===== src/design/htmb_pkg.sv =====
// Package for the hall tachometer and motor brake control block.
// Holds the request and result structs, divider status, and shared constants.
// No dependencies.
package htmb_pkg;

    // Field and datapath widths
    localparam int DIVIDEND_W = 32;
    localparam int DIVISOR_W  = 17;
    localparam int RPM_W      = 16;
    localparam int SKIP_W     = 4;
    localparam int STOP_W     = 8;
    localparam int CFG_IDX_W  = 1;
    localparam int CFG_DATA_W = 32;
    localparam int DIV_CNT_W  = 5;

    // Divider runs one quotient bit per cycle over the whole dividend
    localparam logic [DIV_CNT_W-1:0] DIV_LAST_STEP = DIV_CNT_W'(DIVIDEND_W - 1);

    // Saturation limits
    localparam logic [RPM_W-1:0]  RPM_MAX  = 16'hFFFF;
    localparam logic [STOP_W-1:0] STOP_MAX = 8'hFF;

    // Reset values
    localparam logic [DIVIDEND_W-1:0] RPM_CONST_RESET  = 32'd1636350;
    localparam logic [STOP_W-1:0]     STOP_THR_RESET   = 8'd10;
    localparam logic [SKIP_W-1:0]     STARTUP_SKIP_DEF = 4'd10;

    // Configuration register indexes
    localparam logic [CFG_IDX_W-1:0] CFG_RPM_CONSTANT      = 1'd0;
    localparam logic [CFG_IDX_W-1:0] CFG_STOPPED_THRESHOLD = 1'd1;

    // Request modes
    localparam logic MODE_CAPTURE = 1'b0;
    localparam logic MODE_TICK    = 1'b1;

    typedef struct packed {
        logic               mode;
        logic [15:0]        capture_value;
        logic               overflow_seen;
        logic               fault_flag;
        logic               shutdown_req;
        logic signed [15:0] duty_setpoint;
        logic [31:0]        previous_tacho;
    } t_in_req;

    typedef struct packed {
        logic signed [15:0] applied_duty;
        logic               run_enable;
        logic               brake_on;
        logic [31:0]        edge_count;
        logic [16:0]        period_ticks;
        logic [15:0]        speed_rpm;
        logic               safely_stopped;
    } t_out_res;

    typedef struct packed {
        logic busy;
        logic done;
    } t_div_stat;

endpackage


===== src/design/htmb_div.sv =====
// Bit-serial restoring divider for the rpm computation, one quotient bit per cycle.
// The quotient is saturated to 16 bits. Depends on htmb_pkg.
module htmb_div (
    input  logic                             i_clk,
    input  logic                             i_rst_n,
    input  logic                             i_start,
    input  logic [htmb_pkg::DIVIDEND_W-1:0]  i_dividend,
    input  logic [htmb_pkg::DIVISOR_W-1:0]   i_divisor,
    output htmb_pkg::t_div_stat              o_stat,
    output logic [htmb_pkg::RPM_W-1:0]       o_quot
);
    import htmb_pkg::*;

    logic                    r_busy;
    logic                    r_done;
    logic [DIV_CNT_W-1:0]    r_cnt;
    logic [DIVISOR_W:0]      r_rem;
    logic [DIVIDEND_W-1:0]   r_dvd;
    logic [DIVIDEND_W-1:0]   r_quo;
    logic [DIVISOR_W-1:0]    r_dsr;

    logic [DIVISOR_W:0]      rem_sh;
    logic                    q_bit;
    logic [DIVISOR_W:0]      rem_nx;

    // One restoring step: shift in the next dividend bit, subtract if it fits.
    always_comb begin
        rem_sh = {r_rem[DIVISOR_W-1:0], r_dvd[DIVIDEND_W-1]};
        q_bit  = (rem_sh >= {1'b0, r_dsr});
        rem_nx = q_bit ? (rem_sh - {1'b0, r_dsr}) : rem_sh;
    end

    // Control: busy while stepping, done pulses once after the last step.
    always_ff @(posedge i_clk) begin
        if (!i_rst_n) begin
            r_busy <= 1'b0;
            r_done <= 1'b0;
            r_cnt  <= '0;
        end else begin
            r_done <= 1'b0;
            if (i_start) begin
                r_busy <= 1'b1;
                r_cnt  <= '0;
            end else if (r_busy) begin
                r_cnt <= r_cnt + 1'b1;
                if (r_cnt == DIV_LAST_STEP) begin
                    r_busy <= 1'b0;
                    r_done <= 1'b1;
                end
            end
        end
    end

    // Datapath registers.
    always_ff @(posedge i_clk) begin
        if (i_start) begin
            r_rem <= '0;
            r_dvd <= i_dividend;
            r_dsr <= i_divisor;
            r_quo <= '0;
        end else if (r_busy) begin
            r_rem <= rem_nx;
            r_dvd <= {r_dvd[DIVIDEND_W-2:0], 1'b0};
            r_quo <= {r_quo[DIVIDEND_W-2:0], q_bit};
        end
    end

    assign o_stat.busy = r_busy;
    assign o_stat.done = r_done;
    assign o_quot      = (|r_quo[DIVIDEND_W-1:RPM_W]) ? RPM_MAX : r_quo[RPM_W-1:0];

endmodule


===== src/design/hall_tacho_and_motor_brake_control.sv =====
// Hall tachometer with motor run/brake control. A control tick request, and a
// capture request that needs no division, goes from acceptance to the emit state and
// then into the output register; a capture that needs a division first waits in the
// division state for the 32-step bit-serial divider. One request is in work at a time;
// the next is accepted when the sequencer is idle, even while the previous result still
// waits in the output register, but not while the previous request is in the sequencer.
// Synchronous active-low reset restores the control, tachometer and output valid state
module hall_tacho_and_motor_brake_control #(
    parameter logic [htmb_pkg::SKIP_W-1:0] STARTUP_SKIP = htmb_pkg::STARTUP_SKIP_DEF
) (
    input  logic                              i_clk,
    input  logic                              i_rst_n,
    input  logic                              i_in_valid,
    output logic                              o_in_ready,
    input  htmb_pkg::t_in_req                 i_in_req,
    output logic                              o_out_valid,
    input  logic                              i_out_ready,
    output htmb_pkg::t_out_res                o_out_res,
    input  logic                              i_cfg_we,
    input  logic [htmb_pkg::CFG_IDX_W-1:0]    i_cfg_idx,
    input  logic [htmb_pkg::CFG_DATA_W-1:0]   i_cfg_data
);
    import htmb_pkg::*;

    localparam logic [1:0] ST_IDLE = 2'd0;
    localparam logic [1:0] ST_DIV  = 2'd1;
    localparam logic [1:0] ST_EMIT = 2'd2;

    logic [1:0]             r_state, n_state;
    logic [DIVIDEND_W-1:0]  r_rpm_const;
    logic [STOP_W-1:0]      r_stop_thr;
    logic [SKIP_W-1:0]      r_skip, n_skip;
    logic [15:0]            r_last, n_last;
    logic [31:0]            r_edges, n_edges;
    logic [DIVISOR_W-1:0]   r_period, n_period;
    logic [RPM_W-1:0]       r_rpm, n_rpm;
    logic signed [15:0]     r_duty, n_duty;
    logic [STOP_W-1:0]      r_stopped, n_stopped;
    logic                   r_brake, n_brake;
    logic                   r_run, n_run;
    logic                   r_out_valid;
    t_out_res               r_out;

    logic                   accept;
    logic                   div_start;
    logic                   slot_free;
    logic signed [15:0]     duty_req;
    t_div_stat              div_stat;
    logic [RPM_W-1:0]       div_quot;

    assign accept    = i_in_valid && o_in_ready;
    assign slot_free = !r_out_valid || i_out_ready;

    // Divider for rpm = constant / period, used by capture requests.
    htmb_div u_div (
        .i_clk      (i_clk),
        .i_rst_n    (i_rst_n),
        .i_start    (div_start),
        .i_dividend (r_rpm_const),
        .i_divisor  (n_period),
        .o_stat     (div_stat),
        .o_quot     (div_quot)
    );

    // Configuration writes.
    always_ff @(posedge i_clk) begin
        if (!i_rst_n) begin
            r_rpm_const <= RPM_CONST_RESET;
            r_stop_thr  <= STOP_THR_RESET;
        end else if (i_cfg_we) begin
            case (i_cfg_idx)
                CFG_RPM_CONSTANT:      r_rpm_const <= i_cfg_data;
                CFG_STOPPED_THRESHOLD: r_stop_thr  <= i_cfg_data[STOP_W-1:0];
                default: ;
            endcase
        end
    end

    // Request processing and sequencer.
    always_comb begin
        n_state   = r_state;
        n_skip    = r_skip;
        n_last    = r_last;
        n_edges   = r_edges;
        n_period  = r_period;
        n_rpm     = r_rpm;
        n_duty    = r_duty;
        n_stopped = r_stopped;
        n_brake   = r_brake;
        n_run     = r_run;
        div_start = 1'b0;
        duty_req  = (i_in_req.fault_flag || i_in_req.shutdown_req) ? 16'sd0
                                                                   : i_in_req.duty_setpoint;
        case (r_state)
            ST_IDLE: begin
                if (accept) begin
                    n_state = ST_EMIT;
                    if (i_in_req.mode == MODE_CAPTURE) begin
                        n_last = i_in_req.capture_value;
                        if (r_skip != '0) begin
                            n_skip = r_skip - 1'b1;
                        end else begin
                            n_edges = r_edges + 32'd1;
                            if (i_in_req.overflow_seen) begin
                                n_period = {1'b0, i_in_req.capture_value} + 17'h10000
                                         - {1'b0, r_last};
                            end else begin
                                n_period = {1'b0, i_in_req.capture_value - r_last};
                            end
                            if (n_period == '0) begin
                                n_rpm = '0;
                            end else begin
                                div_start = 1'b1;
                                n_state   = ST_DIV;
                            end
                        end
                    end else begin
                        // Stopped detection runs only while zero duty is requested.
                        if (duty_req == 16'sd0) begin
                            if (r_edges == i_in_req.previous_tacho) begin
                                if (r_stopped > r_stop_thr) begin
                                    n_period = '0;
                                    n_rpm    = '0;
                                    n_brake  = 1'b0;
                                end else if (r_stopped < STOP_MAX) begin
                                    n_stopped = r_stopped + 1'b1;
                                end
                            end else begin
                                n_stopped = '0;
                            end
                        end
                        // A changed duty drives the run and brake lines.
                        if (duty_req != r_duty) begin
                            n_run     = (duty_req != 16'sd0);
                            n_brake   = (duty_req == 16'sd0);
                            n_duty    = duty_req;
                            n_stopped = '0;
                        end
                    end
                end
            end
            ST_DIV: begin
                if (div_stat.done) begin
                    n_rpm   = div_quot;
                    n_state = ST_EMIT;
                end
            end
            ST_EMIT: begin
                if (slot_free) begin
                    n_state = ST_IDLE;
                end
            end
            default: n_state = ST_IDLE;
        endcase
    end

    always_ff @(posedge i_clk) begin
        if (!i_rst_n) begin
            r_state   <= ST_IDLE;
            r_skip    <= STARTUP_SKIP;
            r_last    <= '0;
            r_edges   <= '0;
            r_period  <= '0;
            r_rpm     <= '0;
            r_duty    <= '0;
            r_stopped <= '0;
            r_brake   <= 1'b0;
            r_run     <= 1'b0;
        end else begin
            r_state   <= n_state;
            r_skip    <= n_skip;
            r_last    <= n_last;
            r_edges   <= n_edges;
            r_period  <= n_period;
            r_rpm     <= n_rpm;
            r_duty    <= n_duty;
            r_stopped <= n_stopped;
            r_brake   <= n_brake;
            r_run     <= n_run;
        end
    end

    // Output register: a snapshot of the state once the request is complete.
    always_ff @(posedge i_clk) begin
        if (!i_rst_n) begin
            r_out_valid <= 1'b0;
        end else if (r_state == ST_EMIT && slot_free) begin
            r_out_valid <= 1'b1;
        end else if (i_out_ready) begin
            r_out_valid <= 1'b0;
        end
    end

    always_ff @(posedge i_clk) begin
        if (r_state == ST_EMIT && slot_free) begin
            r_out.applied_duty   <= r_duty;
            r_out.run_enable     <= r_run;
            r_out.brake_on       <= r_brake;
            r_out.edge_count     <= r_edges;
            r_out.period_ticks   <= r_period;
            r_out.speed_rpm      <= r_rpm;
            r_out.safely_stopped <= (r_stopped > r_stop_thr);
        end
    end

    assign o_in_ready  = (r_state == ST_IDLE);
    assign o_out_valid = r_out_valid;
    assign o_out_res   = r_out;

    // The divider only works while the sequencer waits on it.
    a_div_owned: assert property (@(posedge i_clk) disable iff (!i_rst_n)
        (div_stat.busy || div_stat.done) |-> (r_state == ST_DIV))
        else $error("divider active outside the division state");

    // A zero period always comes with a zero speed.
    a_zero_period: assert property (@(posedge i_clk) disable iff (!i_rst_n)
        (r_period == '0) |-> (r_rpm == '0))
        else $error("nonzero rpm with zero period");

    // Run and brake lines are never active together.
    a_run_brake: assert property (@(posedge i_clk) disable iff (!i_rst_n)
        !(r_run && r_brake))
        else $error("run and brake both active");

    // Stopped ticks accumulate only while the applied duty is zero.
    a_stopped_duty: assert property (@(posedge i_clk) disable iff (!i_rst_n)
        (r_stopped != '0) |-> (r_duty == 16'sd0))
        else $error("stopped count with nonzero duty");

endmodule

===== config.mk =====
export PLATFORM = sky130hd
export DESIGN_NAME = hall_tacho_and_motor_brake_control
export DESIGN_NICKNAME = d
export VERILOG_FILES = /design/src/design/htmb_pkg.sv /design/src/design/htmb_div.sv /design/src/design/hall_tacho_and_motor_brake_control.sv
export SDC_FILE = /design/constraint.sdc
export NUM_CORES = 1
export LEC_CHECK = 0
export BUFFER_PORTS_ARGS = -buffer_cell sky130_fd_sc_hd__buf_2
export CORE_ASPECT_RATIO = 0.7
export CORE_MARGIN = 3
export CORE_UTILIZATION = 50
export DETAILED_ROUTE_END_ITERATION = 10
export PLACE_DENSITY = 0.66
export SLEW_MARGIN = 40
export SYNTH_ARGS = -nofsm -noshare
export SYNTH_HDL_FRONTEND = slang
export SYNTH_HIERARCHICAL = 1
export SYNTH_SLANG_ARGS = --single-unit
export TNS_END_PERCENT = 20

===== constraint.sdc =====
create_clock -name i_clk -period 12.7 [get_ports i_clk]
set_input_delay 0.635 -clock i_clk [delete_from_list [all_inputs] [get_ports i_clk]]
set_output_delay 0.635 -clock i_clk [all_outputs]
set_load 0.05 [all_outputs]

==> results.sh, run 1 <==
export IMPL_hold_class="input pin to register"
export IMPL_multiInputGateArea_um2=7771
export IMPL_die_w_um=224.2
export IMPL_skew_ns=0.01403
export IMPL_final_hold_viol_count=0
export IMPL_rsz0062_at_grt="false"
export IMPL_nNetsFinal=2021
export IMPL_synth_area_per_cell_um2=9.684
export IMPL_wire_per_inst_um=17.68
export IMPL_final_seq_area_um2=8199
export IMPL_drive_gt1_share_pct=18.61
export IMPL_antenna_found_initial=1
export IMPL_die_h_um=158.7
export IMPL_gp_congestion=0.8729
export IMPL_r2r_setup_slack_ns=8.37
export IMPL_pre_cts_slack_ns=7.937
export IMPL_syn_area_um2=16660
export IMPL_track_usage_pct=22.73
export IMPL_cp_endpoint="u_div/r_dvd[24]"
export IMPL_num_fill_cells=2827
export IMPL_die_area_um2=35580
export IMPL_p_leak_nw=7.224
export IMPL_crit_path_start="r_last[0]"
export IMPL_layout_setup_ws_ns=8.371
export IMPL_dp_cells=2256
export IMPL_htreeDepth=2
export IMPL_slowest_stage="buf_4"
export IMPL_setup_viol=0
export IMPL_routed_wl_mm=40.99
export IMPL_stdcell_count=2319
export IMPL_drt_initial_drc_count=1167
export IMPL_grt_pass1_vias=12440
export IMPL_synthCells=1720
export IMPL_r2r_end="u_div/r_dvd[24]"
export IMPL_drt_first_pass_iters=5
export IMPL_crit_chain="ha_1 -> inv_1 -> fa_1 -> a211oi_2 -> nor2_1 -> a21o_1 -> or3_1 -> o211ai_2 -> nor4b_4 -> buf_4 -> nor3_4 -> buf_4 -> buf_4 -> mux2_2"
export IMPL_cts_tree="built"
export IMPL_vias_per_cell=5.668
export IMPL_grt_pass1_wl_mm=66.21
export IMPL_insertion_delay_ns=0.53
export IMPL_end_kind="register"
export IMPL_numPortBuffers=191
export IMPL_p_per_area_nw_per_um2=134.2
export IMPL_slew_violations=0
export IMPL_synthesis_nets=1875
export IMPL_core_um2=32550
export IMPL_ioPinCount=192
export IMPL_cap_violations=0
export IMPL_start_util_pct=51.17
export IMPL_finalSetupTns_ns=0
export IMPL_critPathMaxFanout=55
export IMPL_path_clk_slew_ns=0.06
export IMPL_cts_hold_buf=0
export IMPL_r2r_cells=14
export IMPL_drc_errors=0
export IMPL_period_share_pct=34.08
export IMPL_cp_data_required_time_ns=12.97
export IMPL_area_growth_syn_to_layout_pct=13.97
export IMPL_start_kind="register"
export IMPL_slew_headroom_pct=46.48
export IMPL_crit_arrival_ns=4.60
export IMPL_drtAntennaViolNets=0
export IMPL_clockRootBuffer="clkbuf_16"
export IMPL_hold_ws_ns=0.3229
export IMPL_dpl_hpwl_mm=29.06
export IMPL_grt_max_degree=76
export IMPL_slowest_delay_ns=0.62
export IMPL_numClockSinks=343
export IMPL_timing_rr_start="r_last[0]"
export IMPL_cts_resized=0
export IMPL_post_cts_buffers=0
export IMPL_overflow=0
export IMPL_vias=13140
export IMPL_rows=55
export IMPL_cts_max_path_buffers=3
export IMPL_ir_drop_v=0.00007771
export IMPL_crit_type="register to register"
export IMPL_final_core_util_pct=58.32
export IMPL_status="complete, no violations"
export IMPL_tightest_slew_ns=0.8027
export IMPL_period_minus_slack_ns=4.329
export IMPL_fmax_mhz=231.0
export IMPL_yosysWarnings=6
export IMPL_numCtsBuffers=35
export IMPL_worst_path_most_repeated_cell="buf_4"
[worst max-delay path: cells and delay by family (launching register included)]
| kind | cells | cell delay, ns |
|---|---|---|
| buf+inv | 4 | 1.28 |
| simple gates | 4 | 0.77 |
| fa+ha+maj | 2 | 0.60 |
| compound gates | 3 | 0.59 |
| mux | 1 | 0.41 |
| flops | 1 | 0.35 |
[power breakdown]
group | internal (W) | switching [W]
registers | 0.00118 | 0.0000278
logic | 0.000104 | 0.000195
clock network | 0.000619 | 0.000419
total | 0.00191 | 0.000641
[registers in the layout, summed over array words and instances, names as in the netlist, 2 cells and up]
register and flops:
u_div/r_rem 17, r_state 2, r_rpm 16, u_div/r_dvd 32, r_rpm_const 32, r_skip 4, r_stop_thr 8, r_edges 32
r_last 16, r_duty 16, r_stopped 8, u_div/r_quo 32, u_div/r_cnt 5, o_out_res 84, r_period 17, u_div/r_dsr 17
[per-stage QoR]
stage          instance area, um2  total power, W
2_1_floorplan               16660        0.001445
3_3_place_gp                17800        0.001520
3_5_place_dp                17820        0.001528
4_1_cts                     18960        0.002566
5_1_grt                     18980        0.002652
6_report                    18980        0.002548
[worst min path at each step]
stage	startpoint	endpoint	slack [ns]	cells after the start
5_1_grt	i_cfg_data[15]	r_rpm_const[15]	0.31	3
3_5_place_dp	r_run	o_out_res[67]	0.43	0
3_3_place_gp	r_run	o_out_res[67]	0.42	0
6_report	i_cfg_data[13]	r_rpm_const[13]	0.32	3
2_1_floorplan	r_brake	o_out_res[66]	0.40	0
4_1_cts	i_cfg_data[15]	r_rpm_const[15]	0.30	3
[placed cells by master, fill, tap and decap left out, types with 12 or more instances in the layout]
cell,instances
ha_1,47
xor2_1,37
nand2b_1,16
nand3_1,78
mux2_2,31
and3_1,14
a41oi_1,16
a211oi_1,12
dfxtp_1,209
nor2b_1,12
buf_4,12
and2_1,23
buf_2,191
edfxtp_1,133
or2_2,25
o21a_1,14
o21ai_0,74
a21o_1,18
mux2i_1,44
nand2_1,210
nor2_1,132
clkbuf_1,14
nor3_1,13
xnor2_1,49
a21oi_1,130
a32oi_1,14
clkbuf_16,37
inv_1,69
nand4_1,33
[per-layer routing]
layer	up-vias	global-route usage [%]	part of all wire, %	wire length (um)
met4	0	5.462	1.5	598
met3	49	4.232	6.5	2648
met1	6233	34.50	49	20260
met2	384	33.43	43	17490
met5	-	0	0	0
li1	6478	-	-	-
[cell type report]
cell class | instances | area share, %
multi-input cells | 1211 | 40.93
flip-flops and latches | 343 | 43.19
repair buffers | 205 | 5.648
clock inverters | 7 | 0.5668
inverters | 70 | 1.391
diodes | 1 | 0.01318
clock buffers | 55 | 5.444
well taps | 427 | 2.814
Power figures use the tool's default switching activity.
==> inputs of run 2 (changes only) <==
--- a/config.mk
+++ b/config.mk
@@ -5,12 +5,13 @@
 export SDC_FILE = /design/constraint.sdc
 export NUM_CORES = 1
 export LEC_CHECK = 0
+export ABC_AREA = 1
 export BUFFER_PORTS_ARGS = -buffer_cell sky130_fd_sc_hd__buf_2
 export CORE_ASPECT_RATIO = 0.7
 export CORE_MARGIN = 3
 export CORE_UTILIZATION = 50
 export DETAILED_ROUTE_END_ITERATION = 10
-export PLACE_DENSITY = 0.66
+export PLACE_DENSITY = 0.69
 export SLEW_MARGIN = 40
 export SYNTH_ARGS = -nofsm -noshare
 export SYNTH_HDL_FRONTEND = slang
==> constraint.sdc (replaced) <==
create_clock -name i_clk -period 3.5 [get_ports i_clk]
set_input_delay 0.175 -clock i_clk [delete_from_list [all_inputs] [get_ports i_clk]]
set_output_delay 0.175 -clock i_clk [all_outputs]
set_load 0.05 [all_outputs]
==> results.sh, run 2 <==
export IMPL_numCtsBuffers=34
export IMPL_yosysWarnings=6
export IMPL_post_cts_buffers=0
export IMPL_syn_area_um2=16460
export IMPL_timing_rr_start="r_last[0]"
export IMPL_skew_ns=0.01599
export IMPL_crit_type="input pin to register"
export IMPL_clockRootBuffer="clkbuf_16"
export IMPL_drive_gt1_share_pct=13.85
export IMPL_area_growth_syn_to_layout_pct=18.66
export IMPL_track_usage_pct=22.13
export IMPL_multiInputGateArea_um2=7020
export IMPL_wire_per_inst_um=14.39
export IMPL_die_area_um2=35170
export IMPL_numPortBuffers=191
export IMPL_final_hold_viol_count=0
export IMPL_vias_per_cell=5.094
export IMPL_finalSetupTns_ns=0
export IMPL_synthesis_nets=2203
export IMPL_synth_area_per_cell_um2=8.039
export IMPL_cts_max_path_buffers=3
export IMPL_pre_cts_slack_ns=0.2622
export IMPL_layout_commonest_cell="nand2_1"
export IMPL_rsz0062_at_grt="false"
export IMPL_routed_wl_mm=39.39
export IMPL_synthCells=2048
export IMPL_hold_class="input pin to register"
export IMPL_cts_tree="built"
export IMPL_p_per_area_nw_per_um2=492.2
export IMPL_fmax_mhz=320.8
export IMPL_gp_congestion=0.9062
export IMPL_r2r_setup_slack_ns=0.40
export IMPL_drt_first_pass_iters=5
export IMPL_htreeDepth=2
export IMPL_layout_setup_ws_ns=0.3830
export IMPL_grt_pass1_wl_mm=64.56
export IMPL_die_w_um=222.9
export IMPL_period_minus_slack_ns=3.117
export IMPL_period_share_pct=89.06
export IMPL_vias=13940
export IMPL_r2r_end="u_div/r_rem[14]"
export IMPL_rows=54
export IMPL_cap_violations=0
export IMPL_grt_pass1_vias=12920
export IMPL_nNetsFinal=2447
export IMPL_antenna_found_initial=0
export IMPL_crit_path_start="i_in_req[51]"
export IMPL_insertion_delay_ns=0.53
export IMPL_ir_drop_v=0.0003763
export IMPL_drtAntennaViolNets=0
export IMPL_drc_errors=0
export IMPL_cp_endpoint="u_div/r_rem[14]"
export IMPL_n_antenna_cell=0
export IMPL_r2r_cells=21
export IMPL_setup_viol=0
export IMPL_core_um2=31820
export IMPL_slew_headroom_pct=47.79
export IMPL_p_leak_nw=8.927
export IMPL_end_kind="register"
export IMPL_grt_max_degree=73
export IMPL_total_power_w=0.009616
export IMPL_overflow=0
export IMPL_cp_data_required_time_ns=3.97
export IMPL_start_kind="input pin"
export IMPL_crit_arrival_ns=3.58
export IMPL_final_seq_area_um2=8198
export IMPL_drt_initial_drc_count=1141
export IMPL_num_fill_cells=2745
export IMPL_ioPinCount=192
export IMPL_status="complete, no violations"
export IMPL_tightest_slew_ns=0.7832
export IMPL_die_h_um=157.8
export IMPL_start_util_pct=51.73
export IMPL_largest_reg_flops=84
export IMPL_critPathMaxFanout=18
export IMPL_slew_violations=0
export IMPL_dpl_hpwl_mm=27.80
export IMPL_path_clk_slew_ns=0.06
export IMPL_numClockSinks=343
export IMPL_final_cell_mix="nand2_1, inv_1, dfxtp_1"
## run 2: cell count changes in the layout (fill, tap and decap cells not counted), moves of 31 or more
cell	change
nand2_1	+346
nor2_1	+59
inv_1	+169
dlygate4sd3_1	+65
o22ai_1	+31
nand3_1	+48
mux2i_1	-44
mux2_2	-31
## run 2: worst min-delay path by stage
stage                  startpoint             end  slack, ns  cells past startpoint
CTS                  i_in_req[48]      r_duty[15]       0.01                      4
detailed placement  i_cfg_data[9]  r_rpm_const[9]       0.39                      3
finish               i_in_req[49]      r_duty[15]       0.03                      4
global placement    i_cfg_data[9]  r_rpm_const[9]       0.38                      3
floorplan                 i_rst_n    u_div/r_done       0.29                      2
global route         i_in_req[49]       r_duty[3]       0.05                      4
## run 2: critical path: stages
cell and delay, ns:
dlygate4sd3_1 0.53, buf_2 0.14, inv_1 0.08, ha_1 0.15, inv_1 0.05, fa_1 0.41
nand2_1 0.09, nand2_1 0.05, nand3_1 0.08, nand2_1 0.10, nand2_1 0.10, nand3b_1 0.08
nand2_1 0.10, nand2_1 0.05, nor2_1 0.08, nand3_1 0.19, nand2_1 0.19, clkinvlp_4 0.18
nor2_2 0.20, buf_6 0.22, nand2_1 0.13, nand2_1 0.08, nand2_1 0.05, nand2_1 0.05
## run 2: stage by stage
step	hold slack, ns	util [%]	area (um2)	std cells
3_3_place_gp	0.3845	55.94	17800	2611
4_1_cts	0.01262	61.36	19530	2737
5_1_grt	0.04987	61.39	19540	2737
2_1_floorplan	0.2942	-	16470	2048
6_report	0.03390	61.39	19540	2737
3_5_place_dp	0.3901	55.94	17800	2611
## run 2: layout make-up
| type | count | area share, % |
|---|---|---|
| clock inverter | 18 | 0.8198 |
| sequential | 343 | 41.96 |
| clock buffer | 43 | 4.688 |
| inverter | 249 | 4.823 |
| multi-input combinational | 1390 | 35.94 |
| timing repair buffer | 274 | 9.076 |
| tap | 420 | 2.690 |
## run 2: what timing repair did
item / 4_1_cts / 5_1_grt
hold buffers: 65 / 0
endpoints found under the setup margin: 0 / 3
resized for setup: 0 / 2
hold endpoints to repair: 72 / 0
## run 2: where the power goes
part           switching (W)  internal [W]
Combinational       0.000970      0.000489
Clock                0.00153       0.00202
Sequential          0.000124       0.00448
## run 2: metal layers
layer / up-vias / share of wire, % / global-route usage, %
li1: 7158 / - / -
met4: 0 / 1.7 / 5.082
met1: 6313 / 50 / 33.39
met3: 47 / 6.7 / 3.855
met2: 424 / 42 / 33.31
met5: - / 0 / 0
